--- src/design/ufr_pkg.sv ---
// ----------------------------------------------------------------------------
// ufr_pkg: shared types and constants for the update frame receiver
// Phase and session state encodings, event codes, register indexes and
// the control bundle passed from the frame parser to the session tracker.
// ----------------------------------------------------------------------------
package ufr_pkg;

    localparam int MAX_PAYLOAD_DEF = 1024;
    localparam int CRC_BYTES       = 4;

    // Configuration register indexes
    localparam logic [2:0] REG_START_BYTE   = 3'd0;
    localparam logic [2:0] REG_END_BYTE     = 3'd1;
    localparam logic [2:0] REG_TYPE_COMMAND = 3'd2;
    localparam logic [2:0] REG_TYPE_PAYLOAD = 3'd3;
    localparam logic [2:0] REG_TYPE_HEADER  = 3'd4;
    localparam logic [2:0] REG_CODE_BEGIN   = 3'd5;
    localparam logic [2:0] REG_CODE_FINISH  = 3'd6;

    // Register reset values
    localparam logic [7:0] RST_START_BYTE   = 8'd170;
    localparam logic [7:0] RST_END_BYTE     = 8'd187;
    localparam logic [7:0] RST_TYPE_COMMAND = 8'd0;
    localparam logic [7:0] RST_TYPE_PAYLOAD = 8'd1;
    localparam logic [7:0] RST_TYPE_HEADER  = 8'd2;
    localparam logic [7:0] RST_CODE_BEGIN   = 8'd0;
    localparam logic [7:0] RST_CODE_FINISH  = 8'd1;

    // Reported phase codes
    localparam logic [2:0] PH_CODE_HUNT = 3'd0;
    localparam logic [2:0] PH_CODE_TYPE = 3'd1;
    localparam logic [2:0] PH_CODE_LEN  = 3'd2;
    localparam logic [2:0] PH_CODE_DATA = 3'd3;
    localparam logic [2:0] PH_CODE_CRC  = 3'd4;
    localparam logic [2:0] PH_CODE_END  = 3'd5;

    // Reported session codes
    localparam logic [1:0] SS_CODE_IDLE   = 2'd0;
    localparam logic [1:0] SS_CODE_HEADER = 2'd1;
    localparam logic [1:0] SS_CODE_DATA   = 2'd2;
    localparam logic [1:0] SS_CODE_END    = 2'd3;

    // Session events
    localparam logic [2:0] EV_NONE   = 3'd0;
    localparam logic [2:0] EV_START  = 3'd1;
    localparam logic [2:0] EV_HEADER = 3'd2;
    localparam logic [2:0] EV_CHUNK  = 3'd3;
    localparam logic [2:0] EV_FINISH = 3'd4;
    localparam logic [2:0] EV_ABORT  = 3'd5;

    typedef enum logic [5:0] {
        PH_HUNT = 6'b000001,
        PH_TYPE = 6'b000010,
        PH_LEN  = 6'b000100,
        PH_DATA = 6'b001000,
        PH_CRC  = 6'b010000,
        PH_END  = 6'b100000
    } phase_t;

    typedef enum logic [3:0] {
        SS_IDLE   = 4'b0001,
        SS_HEADER = 4'b0010,
        SS_DATA   = 4'b0100,
        SS_END    = 4'b1000
    } session_t;

    // Parser -> session tracker bundle
    typedef struct packed {
        logic        restart;
        logic        done;
        logic [7:0]  ftype;
        logic [31:0] lead;
        logic [15:0] flen;
    } frame_evt_t;

    function automatic logic [2:0] phase_code(input phase_t ph);
        logic [2:0] code;
        unique case (ph)
            PH_HUNT: code = PH_CODE_HUNT;
            PH_TYPE: code = PH_CODE_TYPE;
            PH_LEN:  code = PH_CODE_LEN;
            PH_DATA: code = PH_CODE_DATA;
            PH_CRC:  code = PH_CODE_CRC;
            PH_END:  code = PH_CODE_END;
            default: code = PH_CODE_HUNT;
        endcase
        return code;
    endfunction

    function automatic logic [1:0] session_code(input session_t ss);
        logic [1:0] code;
        unique case (ss)
            SS_IDLE:   code = SS_CODE_IDLE;
            SS_HEADER: code = SS_CODE_HEADER;
            SS_DATA:   code = SS_CODE_DATA;
            SS_END:    code = SS_CODE_END;
            default:   code = SS_CODE_IDLE;
        endcase
        return code;
    endfunction

endpackage

--- src/design/ufr_frame_parser.sv ---
// ----------------------------------------------------------------------------
// ufr_frame_parser: byte-level frame framing
// Hunts for the start byte, then walks type, length, payload, CRC and end
// byte. Streams payload bytes and flags a completed or dropped frame.
// ----------------------------------------------------------------------------
module ufr_frame_parser #(
    parameter int MAX_PAYLOAD = ufr_pkg::MAX_PAYLOAD_DEF
) (
    input  logic                clk,
    input  logic                rst_n,
    input  logic                step,
    input  logic                restart,
    input  logic [7:0]          rx_byte,
    input  logic [7:0]          start_byte,
    input  logic [7:0]          end_byte,
    output logic [2:0]          phase_out,
    output logic [7:0]          payload_byte,
    output logic                payload_strobe,
    output logic                frame_dropped,
    output ufr_pkg::frame_evt_t evt
);

    localparam int          POS_W   = $clog2(MAX_PAYLOAD + 1);
    localparam logic [16:0] MAX_LEN = 17'(MAX_PAYLOAD);

    ufr_pkg::phase_t phase_reg, phase_next;
    logic [POS_W-1:0] pos_reg, pos_next;
    logic [POS_W-1:0] pos_inc;
    logic [15:0]      len_reg, len_next;
    logic [7:0]       type_reg, type_next;
    logic [31:0]      lead_reg, lead_next;
    logic             done;

    assign pos_inc = pos_reg + POS_W'(1);

    always_comb
    begin
        phase_next     = phase_reg;
        pos_next       = pos_reg;
        len_next       = len_reg;
        type_next      = type_reg;
        lead_next      = lead_reg;
        payload_byte   = 8'h00;
        payload_strobe = 1'b0;
        frame_dropped  = 1'b0;
        done           = 1'b0;
        if (restart)
        begin
            phase_next = ufr_pkg::PH_HUNT;
            pos_next   = '0;
            len_next   = '0;
            type_next  = '0;
            lead_next  = '0;
        end
        else
        begin
            unique case (phase_reg)
                ufr_pkg::PH_HUNT:
                begin
                    if (rx_byte == start_byte)
                    begin
                        pos_next   = '0;
                        len_next   = '0;
                        type_next  = '0;
                        lead_next  = '0;
                        phase_next = ufr_pkg::PH_TYPE;
                    end
                end
                ufr_pkg::PH_TYPE:
                begin
                    type_next  = rx_byte;
                    pos_next   = '0;
                    phase_next = ufr_pkg::PH_LEN;
                end
                ufr_pkg::PH_LEN:
                begin
                    if (pos_reg == '0)
                    begin
                        len_next = {8'h00, rx_byte};
                        pos_next = POS_W'(1);
                    end
                    else
                    begin
                        len_next = {rx_byte, len_reg[7:0]};
                        pos_next = '0;
                        if ({1'b0, len_next} > MAX_LEN)
                        begin
                            frame_dropped = 1'b1;
                            phase_next    = ufr_pkg::PH_HUNT;
                        end
                        else if (len_next == 16'h0000)
                            phase_next = ufr_pkg::PH_CRC;
                        else
                            phase_next = ufr_pkg::PH_DATA;
                    end
                end
                ufr_pkg::PH_DATA:
                begin
                    payload_byte   = rx_byte;
                    payload_strobe = 1'b1;
                    // first four payload bytes kept little endian
                    if (pos_reg < POS_W'(4))
                        lead_next[{pos_reg[1:0], 3'b000} +: 8] = rx_byte;
                    if (16'(pos_inc) >= len_reg)
                    begin
                        pos_next   = '0;
                        phase_next = ufr_pkg::PH_CRC;
                    end
                    else
                        pos_next = pos_inc;
                end
                ufr_pkg::PH_CRC:
                begin
                    if (pos_inc >= POS_W'(ufr_pkg::CRC_BYTES))
                    begin
                        pos_next   = '0;
                        phase_next = ufr_pkg::PH_END;
                    end
                    else
                        pos_next = pos_inc;
                end
                ufr_pkg::PH_END:
                begin
                    if (rx_byte == end_byte)
                        done = 1'b1;
                    else
                        frame_dropped = 1'b1;
                    pos_next   = '0;
                    phase_next = ufr_pkg::PH_HUNT;
                end
                default:
                begin
                    phase_next = ufr_pkg::PH_HUNT;
                end
            endcase
        end
    end

    assign phase_out   = ufr_pkg::phase_code(phase_next);
    assign evt.restart = restart;
    assign evt.done    = done;
    assign evt.ftype   = type_reg;
    assign evt.lead    = lead_reg;
    assign evt.flen    = len_reg;

    always_ff @(posedge clk or negedge rst_n)
    begin
        if (!rst_n)
        begin
            phase_reg <= ufr_pkg::PH_HUNT;
            pos_reg   <= '0;
            len_reg   <= '0;
            type_reg  <= '0;
            lead_reg  <= '0;
        end
        else if (step)
        begin
            phase_reg <= phase_next;
            pos_reg   <= pos_next;
            len_reg   <= len_next;
            type_reg  <= type_next;
            lead_reg  <= lead_next;
        end
    end

endmodule

--- src/design/ufr_session.sv ---
// ----------------------------------------------------------------------------
// ufr_session: update session tracker
// Steps begin / header / data chunks / finish on each completed frame and
// keeps the file size and the running write offset.
// ----------------------------------------------------------------------------
module ufr_session (
    input  logic                clk,
    input  logic                rst_n,
    input  logic                step,
    input  ufr_pkg::frame_evt_t evt,
    input  logic [7:0]          type_command,
    input  logic [7:0]          type_payload,
    input  logic [7:0]          type_header,
    input  logic [7:0]          code_begin,
    input  logic [7:0]          code_finish,
    output logic [1:0]          session_state,
    output logic [2:0]          session_event,
    output logic [31:0]         chunk_offset,
    output logic [10:0]         chunk_length,
    output logic [31:0]         file_size
);

    ufr_pkg::session_t sess_reg, sess_next;
    logic [31:0] exp_reg, exp_next;
    logic [31:0] bw_reg, bw_next;
    logic        is_cmd;
    logic [7:0]  code;

    assign is_cmd = (evt.ftype == type_command);
    assign code   = evt.lead[7:0];

    always_comb
    begin
        sess_next     = sess_reg;
        exp_next      = exp_reg;
        bw_next       = bw_reg;
        session_event = ufr_pkg::EV_NONE;
        chunk_offset  = '0;
        chunk_length  = '0;
        if (evt.restart)
        begin
            sess_next = ufr_pkg::SS_IDLE;
            exp_next  = '0;
            bw_next   = '0;
        end
        else if (evt.done)
        begin
            unique case (sess_reg)
                ufr_pkg::SS_IDLE:
                begin
                    if (is_cmd)
                    begin
                        if (code == code_begin)
                        begin
                            sess_next     = ufr_pkg::SS_HEADER;
                            session_event = ufr_pkg::EV_START;
                        end
                    end
                    else
                    begin
                        exp_next = '0;
                        bw_next  = '0;
                    end
                end
                ufr_pkg::SS_HEADER:
                begin
                    if (evt.ftype == type_header)
                    begin
                        exp_next      = evt.lead;
                        sess_next     = ufr_pkg::SS_DATA;
                        session_event = ufr_pkg::EV_HEADER;
                    end
                    else
                    begin
                        sess_next     = ufr_pkg::SS_IDLE;
                        exp_next      = '0;
                        bw_next       = '0;
                        session_event = ufr_pkg::EV_ABORT;
                    end
                end
                ufr_pkg::SS_DATA:
                begin
                    if (evt.ftype == type_payload)
                    begin
                        chunk_offset  = bw_reg;
                        chunk_length  = evt.flen[10:0];
                        bw_next       = bw_reg + 32'(evt.flen);
                        session_event = ufr_pkg::EV_CHUNK;
                        if (bw_next >= exp_reg)
                            sess_next = ufr_pkg::SS_END;
                    end
                end
                ufr_pkg::SS_END:
                begin
                    if (is_cmd)
                    begin
                        if (code == code_finish)
                        begin
                            sess_next     = ufr_pkg::SS_IDLE;
                            exp_next      = '0;
                            bw_next       = '0;
                            session_event = ufr_pkg::EV_FINISH;
                        end
                    end
                    else
                    begin
                        sess_next     = ufr_pkg::SS_IDLE;
                        exp_next      = '0;
                        bw_next       = '0;
                        session_event = ufr_pkg::EV_ABORT;
                    end
                end
                default:
                begin
                    sess_next = ufr_pkg::SS_IDLE;
                end
            endcase
        end
    end

    assign session_state = ufr_pkg::session_code(sess_next);
    assign file_size     = exp_next;

    always_ff @(posedge clk or negedge rst_n)
    begin
        if (!rst_n)
        begin
            sess_reg <= ufr_pkg::SS_IDLE;
            exp_reg  <= '0;
            bw_reg   <= '0;
        end
        else if (step)
        begin
            sess_reg <= sess_next;
            exp_reg  <= exp_next;
            bw_reg   <= bw_next;
        end
    end

endmodule

--- src/design/update_frame_receiver.sv ---
// ----------------------------------------------------------------------------
// update_frame_receiver: framed firmware-update byte receiver
// Parses start/type/length/payload/CRC/end frames from a byte stream and
// steps an update session on every good frame.
// ----------------------------------------------------------------------------
//
// Channel    Dir  Handshake                Content
// s_axis     in   tvalid/tready            tdata: rx_byte, tuser: command
// m_axis     out  tvalid/tready            tdata: one status beat per input beat
// cfg        in   cfg_we (no handshake)    cfg_addr selects, cfg_data written
//
// The parser and session logic sit between the state registers and the output
// register; one beat per clock while m_axis_tready keeps the output draining.
// An input beat is taken whenever the output register is empty or is being
// drained in the same cycle, so full throughput needs m_axis_tready held high.
// Reset (rst_n low, async) puts the parser in hunt, the session in idle,
// clears the counters and loads the register defaults.
// The CRC bytes are counted and skipped; they are not checked.
//
module update_frame_receiver #(
    parameter int MAX_PAYLOAD = ufr_pkg::MAX_PAYLOAD_DEF
) (
    input  logic        clk,
    input  logic        rst_n,
    // input beats
    input  logic        s_axis_tvalid,
    output logic        s_axis_tready,
    input  logic [7:0]  s_axis_tdata,   // [7:0] rx_byte
    input  logic        s_axis_tuser,   // [0] command (1 = restart)
    // result beats
    output logic        m_axis_tvalid,
    input  logic        m_axis_tready,
    // [2:0] frame_phase, [4:3] session_state, [12:5] payload_byte,
    // [13] payload_strobe, [14] frame_done, [15] frame_dropped,
    // [18:16] session_event, [50:19] chunk_offset, [61:51] chunk_length,
    // [93:62] file_size, [95:94] zero
    output logic [95:0] m_axis_tdata,
    // configuration writes
    input  logic        cfg_we,
    input  logic [2:0]  cfg_addr,
    input  logic [7:0]  cfg_data
);

    logic [7:0] start_byte_reg;
    logic [7:0] end_byte_reg;
    logic [7:0] type_command_reg;
    logic [7:0] type_payload_reg;
    logic [7:0] type_header_reg;
    logic [7:0] code_begin_reg;
    logic [7:0] code_finish_reg;

    logic        step;
    logic [2:0]  frame_phase;
    logic [7:0]  payload_byte;
    logic        payload_strobe;
    logic        frame_dropped;
    logic [1:0]  session_state;
    logic [2:0]  session_event;
    logic [31:0] chunk_offset;
    logic [10:0] chunk_length;
    logic [31:0] file_size;
    ufr_pkg::frame_evt_t evt;

    logic        out_valid_reg;
    logic [95:0] out_data_reg;

    // Output register is empty or drains this cycle -> room for a new beat
    assign s_axis_tready = !out_valid_reg || m_axis_tready;
    assign step          = s_axis_tvalid && s_axis_tready;

    // Configuration registers
    always_ff @(posedge clk or negedge rst_n)
    begin
        if (!rst_n)
        begin
            start_byte_reg   <= ufr_pkg::RST_START_BYTE;
            end_byte_reg     <= ufr_pkg::RST_END_BYTE;
            type_command_reg <= ufr_pkg::RST_TYPE_COMMAND;
            type_payload_reg <= ufr_pkg::RST_TYPE_PAYLOAD;
            type_header_reg  <= ufr_pkg::RST_TYPE_HEADER;
            code_begin_reg   <= ufr_pkg::RST_CODE_BEGIN;
            code_finish_reg  <= ufr_pkg::RST_CODE_FINISH;
        end
        else if (cfg_we)
        begin
            unique case (cfg_addr)
                ufr_pkg::REG_START_BYTE:   start_byte_reg   <= cfg_data;
                ufr_pkg::REG_END_BYTE:     end_byte_reg     <= cfg_data;
                ufr_pkg::REG_TYPE_COMMAND: type_command_reg <= cfg_data;
                ufr_pkg::REG_TYPE_PAYLOAD: type_payload_reg <= cfg_data;
                ufr_pkg::REG_TYPE_HEADER:  type_header_reg  <= cfg_data;
                ufr_pkg::REG_CODE_BEGIN:   code_begin_reg   <= cfg_data;
                ufr_pkg::REG_CODE_FINISH:  code_finish_reg  <= cfg_data;
                default:                   ; // unmapped index, write dropped
            endcase
        end
    end

    ufr_frame_parser #(
        .MAX_PAYLOAD (MAX_PAYLOAD)
    ) u_parser (
        .clk            (clk),
        .rst_n          (rst_n),
        .step           (step),
        .restart        (s_axis_tuser),
        .rx_byte        (s_axis_tdata),
        .start_byte     (start_byte_reg),
        .end_byte       (end_byte_reg),
        .phase_out      (frame_phase),
        .payload_byte   (payload_byte),
        .payload_strobe (payload_strobe),
        .frame_dropped  (frame_dropped),
        .evt            (evt)
    );

    ufr_session u_session (
        .clk           (clk),
        .rst_n         (rst_n),
        .step          (step),
        .evt           (evt),
        .type_command  (type_command_reg),
        .type_payload  (type_payload_reg),
        .type_header   (type_header_reg),
        .code_begin    (code_begin_reg),
        .code_finish   (code_finish_reg),
        .session_state (session_state),
        .session_event (session_event),
        .chunk_offset  (chunk_offset),
        .chunk_length  (chunk_length),
        .file_size     (file_size)
    );

    // Output register: valid cleared under reset, payload loaded on each taken beat
    always_ff @(posedge clk or negedge rst_n)
    begin
        if (!rst_n)
            out_valid_reg <= 1'b0;
        else if (s_axis_tready)
            out_valid_reg <= s_axis_tvalid;
    end

    always_ff @(posedge clk)
    begin
        if (step)
            out_data_reg <= {2'b00, file_size, chunk_length, chunk_offset,
                             session_event, frame_dropped, evt.done,
                             payload_strobe, payload_byte, session_state,
                             frame_phase};
    end

    assign m_axis_tvalid = out_valid_reg;
    assign m_axis_tdata  = out_data_reg;

endmodule
--- config.mk ---
export PLATFORM = sky130hd
export DESIGN_NAME = update_frame_receiver
export DESIGN_NICKNAME = d
export VERILOG_FILES = /design/src/design/ufr_pkg.sv /design/src/design/ufr_frame_parser.sv /design/src/design/ufr_session.sv /design/src/design/update_frame_receiver.sv
export SDC_FILE = /design/constraint.sdc
export NUM_CORES = 1
export LEC_CHECK = 0
export BUFFER_PORTS_ARGS = -buffer_cell sky130_fd_sc_hd__buf_2
export CAP_MARGIN = 15
export CORE_MARGIN = 5
export CORE_UTILIZATION = 25
export DETAILED_ROUTE_END_ITERATION = 12
export PLACE_DENSITY = 0.47
export RECOVER_POWER = 100
export SYNTH_ARGS = -nofsm -noshare
export SYNTH_HDL_FRONTEND = slang
export SYNTH_SLANG_ARGS = --single-unit
--- constraint.sdc ---
create_clock -name clk -period 9.62 [get_ports clk]
set_input_delay 0.481 -clock clk [delete_from_list [all_inputs] [get_ports clk]]
set_output_delay 0.481 -clock clk [all_outputs]
set_load 0.01 [all_outputs]
==> impl_metrics.env <==
export IMPL_cellLeakagePower_nw=7.35
export IMPL_finalMaxSlewViolations=355
export IMPL_power_density_mw_per_mm2=175
export IMPL_fin_worst_skew_ns=0.0151
export IMPL_cts_buffers=36
export IMPL_cts_hold_buf=0
export IMPL_synthToLayoutAreaGrowth_pct=16.6
export IMPL_async_reset_ff_share_pct=67.8
export IMPL_yosysWarnings=0
export IMPL_maxSlewHeadroom_pct=-218
export IMPL_internal_power_w=0.00237
export IMPL_h_tree_level_count=2
export IMPL_clock_insertion_delay_worst_skew_ns=0.54
export IMPL_r2r_setup_slack_ns=2.97
export IMPL_synth_enable_flop_cells=94
export IMPL_worst_ir_drop_vdd_mv=0.0905
export IMPL_yosys_most_used_dff="sky130_fd_sc_hd__dfrtp_1"
export IMPL_cts_root_buf="sky130_fd_sc_hd__clkbuf_16"
export IMPL_hpwl_um=32400
export IMPL_worstReg2RegStart="m_axis_tvalid"
export IMPL_timing_critical_path_from_type="flip-flop"
export IMPL_drt_total_wl_um=44800
export IMPL_floorplan_initialDensity_pct=25.2
export IMPL_placeableCoreArea_mm2=0.0602
export IMPL_totalPowerFinal_w=0.00310
export IMPL_clk_network_pwr_share_pct=47.1
export IMPL_gp_congestion=0.852
export IMPL_grt_first_pass_wirelength_um=69100
export IMPL_drive_gt1_share_pct=12.9
export IMPL_finalHoldViolCount=0
export IMPL_worstHoldPathType="primary input to flip-flop"
export IMPL_synth_seq_area_share_pct=51.3
export IMPL_ff2ff_path_depth=10
export IMPL_library_cell_with_the_largest_summed_area_after_synthesis="sky130_fd_sc_hd__dfrtp_1"
export IMPL_maximum_number_of_pins_on_one_net_before_global_route_repair=83
export IMPL_critPathRequiredTime_ns=10.03
export IMPL_synth_seq_cells=292
export IMPL_die_w_um=257
export IMPL_final_setup_vio_count=0
export IMPL_syn_mean_instance_area_um2=10.6
export IMPL_buffer_ports_inserted=120
export IMPL_cap_viol_max_count=7
export IMPL_initial_antenna_violation_count=1
export IMPL_avgRoutedWirePerCell_um=19.1
export IMPL_yosys_top_cells_area="sky130_fd_sc_hd__dfrtp_1 (30%), sky130_fd_sc_hd__edfxtp_1 (19%), sky130_fd_sc_hd__mux2_2 (6.6%)"
export IMPL_maxClockFrequency_mhz=150
export IMPL_clock_sinks=292
export IMPL_groute_usage_overall_pct=13.3
export IMPL_cts_repair_resize_count=0
export IMPL_cts_root_to_sink_buffers=3
export IMPL_timing_worst_slew_pin_value_ns=4.77
export IMPL_num_rows=90
export IMPL_critical_path_peak_fanout=82
export IMPL_power_share_sequential_pct=45.5
export IMPL_holdCritStartpoint="s_axis_tvalid"
export IMPL_clk_pin_slew_worst_paths_ns=0.06
export IMPL_synthesis_instances=1432
export IMPL_pre_cts_slack_ns=4.68
export IMPL_antenna_violating_nets_post_route=0
export IMPL_grt_setup_unrepaired="no"
export IMPL_power_switching_fraction_pct=23.5
export IMPL_design_final_nets=1622
export IMPL_final_min_period_over_clock_period_pct=69.2
export IMPL_violations="capacitance limit, slew limit"
export IMPL_grt_overflow_total=0
export IMPL_power_combinational_fraction_pct=7.4
export IMPL_first_global_vias=11200
export IMPL_setup_worst_path_end_class="flip-flop"
export IMPL_setup_tns_final_ns=0
export IMPL_setup_worst_path_class="flip-flop to flip-flop"
export IMPL_drc_errors=0
export IMPL_flip_flop_count_of_the_largest_register_all_copies_and_words_added=94
export IMPL_cp_arrival_ns=7.07
export IMPL_final_worst_setup_slack_ns=2.97
export IMPL_p_switching_w=0.000729
export IMPL_r2r_end="u_session.bw_reg[27]"
export IMPL_design_portCount=123
export IMPL_run_status="finished, violations left"
export IMPL_first_pass_iters=5
export IMPL_post_cts_buffers=0
export IMPL_final_min_clock_period_ns=6.65
export IMPL_die_outline_area_mm2=0.0658
export IMPL_tritoncts="yes"
export IMPL_mappedNetlistArea_mm2=0.0152
export IMPL_synth_cell_type_count=64
export IMPL_post_drt_via_cell_ratio=4.84
export IMPL_worstSetupStartpoint="m_axis_tvalid"
export IMPL_synth_top_cell_area_share_pct=30.1
export IMPL_vias=11300
export IMPL_initialDrtViolationCount=1030
export IMPL_die_height_um=257
export IMPL_critical_path_endpoint="u_session.bw_reg[27]"
cells in the mapped netlist (3+ instances only):
cell type                    n
sky130_fd_sc_hd__nor3b_1     4
sky130_fd_sc_hd__inv_1      73
sky130_fd_sc_hd__nor3_1     22
sky130_fd_sc_hd__edfxtp_1   94
sky130_fd_sc_hd__or3_1       4
sky130_fd_sc_hd__nor2_1    116
sky130_fd_sc_hd__o21a_1     12
sky130_fd_sc_hd__nor2b_1     8
sky130_fd_sc_hd__dfstp_2    15
sky130_fd_sc_hd__nand3_1    35
sky130_fd_sc_hd__nand3b_1    3
sky130_fd_sc_hd__xor2_1     37
sky130_fd_sc_hd__a31oi_1    12
sky130_fd_sc_hd__or2_2       6
sky130_fd_sc_hd__clkbuf_1   65
sky130_fd_sc_hd__o211ai_1    4
sky130_fd_sc_hd__o21ai_0    77
sky130_fd_sc_hd__mux2_2     89
sky130_fd_sc_hd__o31ai_1    55
sky130_fd_sc_hd__a32oi_1     3
sky130_fd_sc_hd__buf_2       4
sky130_fd_sc_hd__and2_1     11
sky130_fd_sc_hd__a21o_1      8
sky130_fd_sc_hd__a22oi_1    34
sky130_fd_sc_hd__o41ai_1     5
sky130_fd_sc_hd__and3_1     52
sky130_fd_sc_hd__nor4_1     14
sky130_fd_sc_hd__nand2b_1   15
sky130_fd_sc_hd__nand4b_1    4
sky130_fd_sc_hd__and4_1      3
sky130_fd_sc_hd__xnor2_1    58
sky130_fd_sc_hd__nand4_1    21
sky130_fd_sc_hd__a22o_1     22
sky130_fd_sc_hd__nand2_1   123
sky130_fd_sc_hd__dfrtp_1   183
sky130_fd_sc_hd__ha_1       63
sky130_fd_sc_hd__a21oi_1    41
sky130_fd_sc_hd__a211oi_1    4
cell families (layout without fill, tap and decap cells):
group                    count (synthesis)  count (layout)  share of synthesized area (%)
flip-flops                             292             292                           51.3
other                                    1               3                         0.0247
XOR/XNOR                                95              95                           5.48
AO/OA/AOI/OAI                          297             297                           13.2
multiplexers                            89              89                           6.60
AND/OR/NAND/NOR                        448             448                           14.4
adder cells (fa/ha/maj)                 64              64                           5.32
buffers and inverters                  146             272                           3.74
cell usage in the layout, fill, tap and decap left out, types with 5 or more instances in the layout:
cell type / n
sky130_fd_sc_hd__dfrtp_1: 183
sky130_fd_sc_hd__nand2_1: 122
sky130_fd_sc_hd__nor2_1: 115
sky130_fd_sc_hd__clkbuf_1: 113
sky130_fd_sc_hd__edfxtp_1: 94
sky130_fd_sc_hd__mux2_2: 88
sky130_fd_sc_hd__o21ai_0: 77
sky130_fd_sc_hd__inv_1: 72
sky130_fd_sc_hd__ha_1: 63
sky130_fd_sc_hd__xnor2_1: 58
sky130_fd_sc_hd__o31ai_1: 55
sky130_fd_sc_hd__and3_1: 52
sky130_fd_sc_hd__a21oi_1: 40
sky130_fd_sc_hd__clkbuf_16: 38
sky130_fd_sc_hd__xor2_1: 37
sky130_fd_sc_hd__nand3_1: 35
sky130_fd_sc_hd__a22oi_1: 34
sky130_fd_sc_hd__a22o_1: 22
sky130_fd_sc_hd__nor3_1: 21
sky130_fd_sc_hd__nand4_1: 21
sky130_fd_sc_hd__buf_2: 21
sky130_fd_sc_hd__nand2b_1: 15
sky130_fd_sc_hd__dfstp_2: 15
sky130_fd_sc_hd__nor4_1: 14
sky130_fd_sc_hd__o21a_1: 12
sky130_fd_sc_hd__a31oi_1: 12
sky130_fd_sc_hd__and2_1: 9
sky130_fd_sc_hd__a21o_1: 8
sky130_fd_sc_hd__nor2b_1: 8
sky130_fd_sc_hd__or2_2: 6
sky130_fd_sc_hd__bufinv_16: 6
sky130_fd_sc_hd__buf_4: 6
sky130_fd_sc_hd__a211oi_1: 5
sky130_fd_sc_hd__o41ai_1: 5
layout make-up:
cell class / count / area (um^2)
Timing Repair Buffer: 135 / 556
Antenna cell: 1 / 2.50
Clock buffer: 46 / 1010
Sequential cell: 292 / 7800
Inverter: 73 / 277
Multi-Input combinational cell: 995 / 6830
Tap cell: 782 / 978
Fill cell: 6271 / 42500
Clock inverter: 18 / 265
through the flow:
stage / utilization [%] / instance area, um^2 / hold WS [ns] / std cells
finish: 29.4 / 17700 / 0.163 / 2342
global route: 29.4 / 17700 / 0.154 / 2342
CTS: 29.7 / 17900 / 0.0146 / 2341
detailed placement: 27.6 / 16600 / 0.495 / 2277
global placement: 27.6 / 16600 / 0.489 / 2277
floorplan: - / 15200 / 0.185 / 1433
worst min-delay path by stage:
stage                     slack, ns  depth (start not counted)               endpoint
after floorplan                0.19                          0      code_begin_reg[0]
after global placement         0.49                          1  u_parser.lead_reg[28]
after detailed placement       0.50                          2  u_session.exp_reg[13]
after CTS                      0.01                          1   u_session.bw_reg[23]
after global routing           0.15                          2          m_axis_tvalid
final                          0.16                          2          m_axis_tvalid
per-layer routing:
metal	vias to the layer above	routed length [um]	track usage [%]
met5	-	0	0
met4	0	1160	3.61
met3	69	2370	2.85
met2	274	20000	20.8
met1	5589	21200	18.8
li1	5394	-	-
power by group through the flow:
| stage | Combinational (W) | Sequential [W] | Clock (W) |
|---|---|---|---|
| floorplan | 0.000151 | 0.00143 | 0 |
| detailed placement | 0.000241 | 0.00143 | 0 |
| global route | 0.000258 | 0.00142 | 0.00155 |
| CTS | 0.000242 | 0.00141 | 0.00151 |
| global placement | 0.000236 | 0.00143 | 0 |
| finish | 0.000230 | 0.00141 | 0.00146 |
worst max-delay path, stage by stage (launching register included):
cell and delay (ns):
sky130_fd_sc_hd__dfrtp_1 0.35, sky130_fd_sc_hd__nand2b_1 0.10, sky130_fd_sc_hd__nand2_2 0.08, sky130_fd_sc_hd__clkbuf_1 2.58, sky130_fd_sc_hd__inv_4 0.98, sky130_fd_sc_hd__and3_1 0.51, sky130_fd_sc_hd__and3_1 0.22, sky130_fd_sc_hd__a21oi_2 0.10
sky130_fd_sc_hd__clkbuf_1 1.12, sky130_fd_sc_hd__o21ai_0 0.25, sky130_fd_sc_hd__o41ai_1 0.12
(Power assumes the default switching activity.)
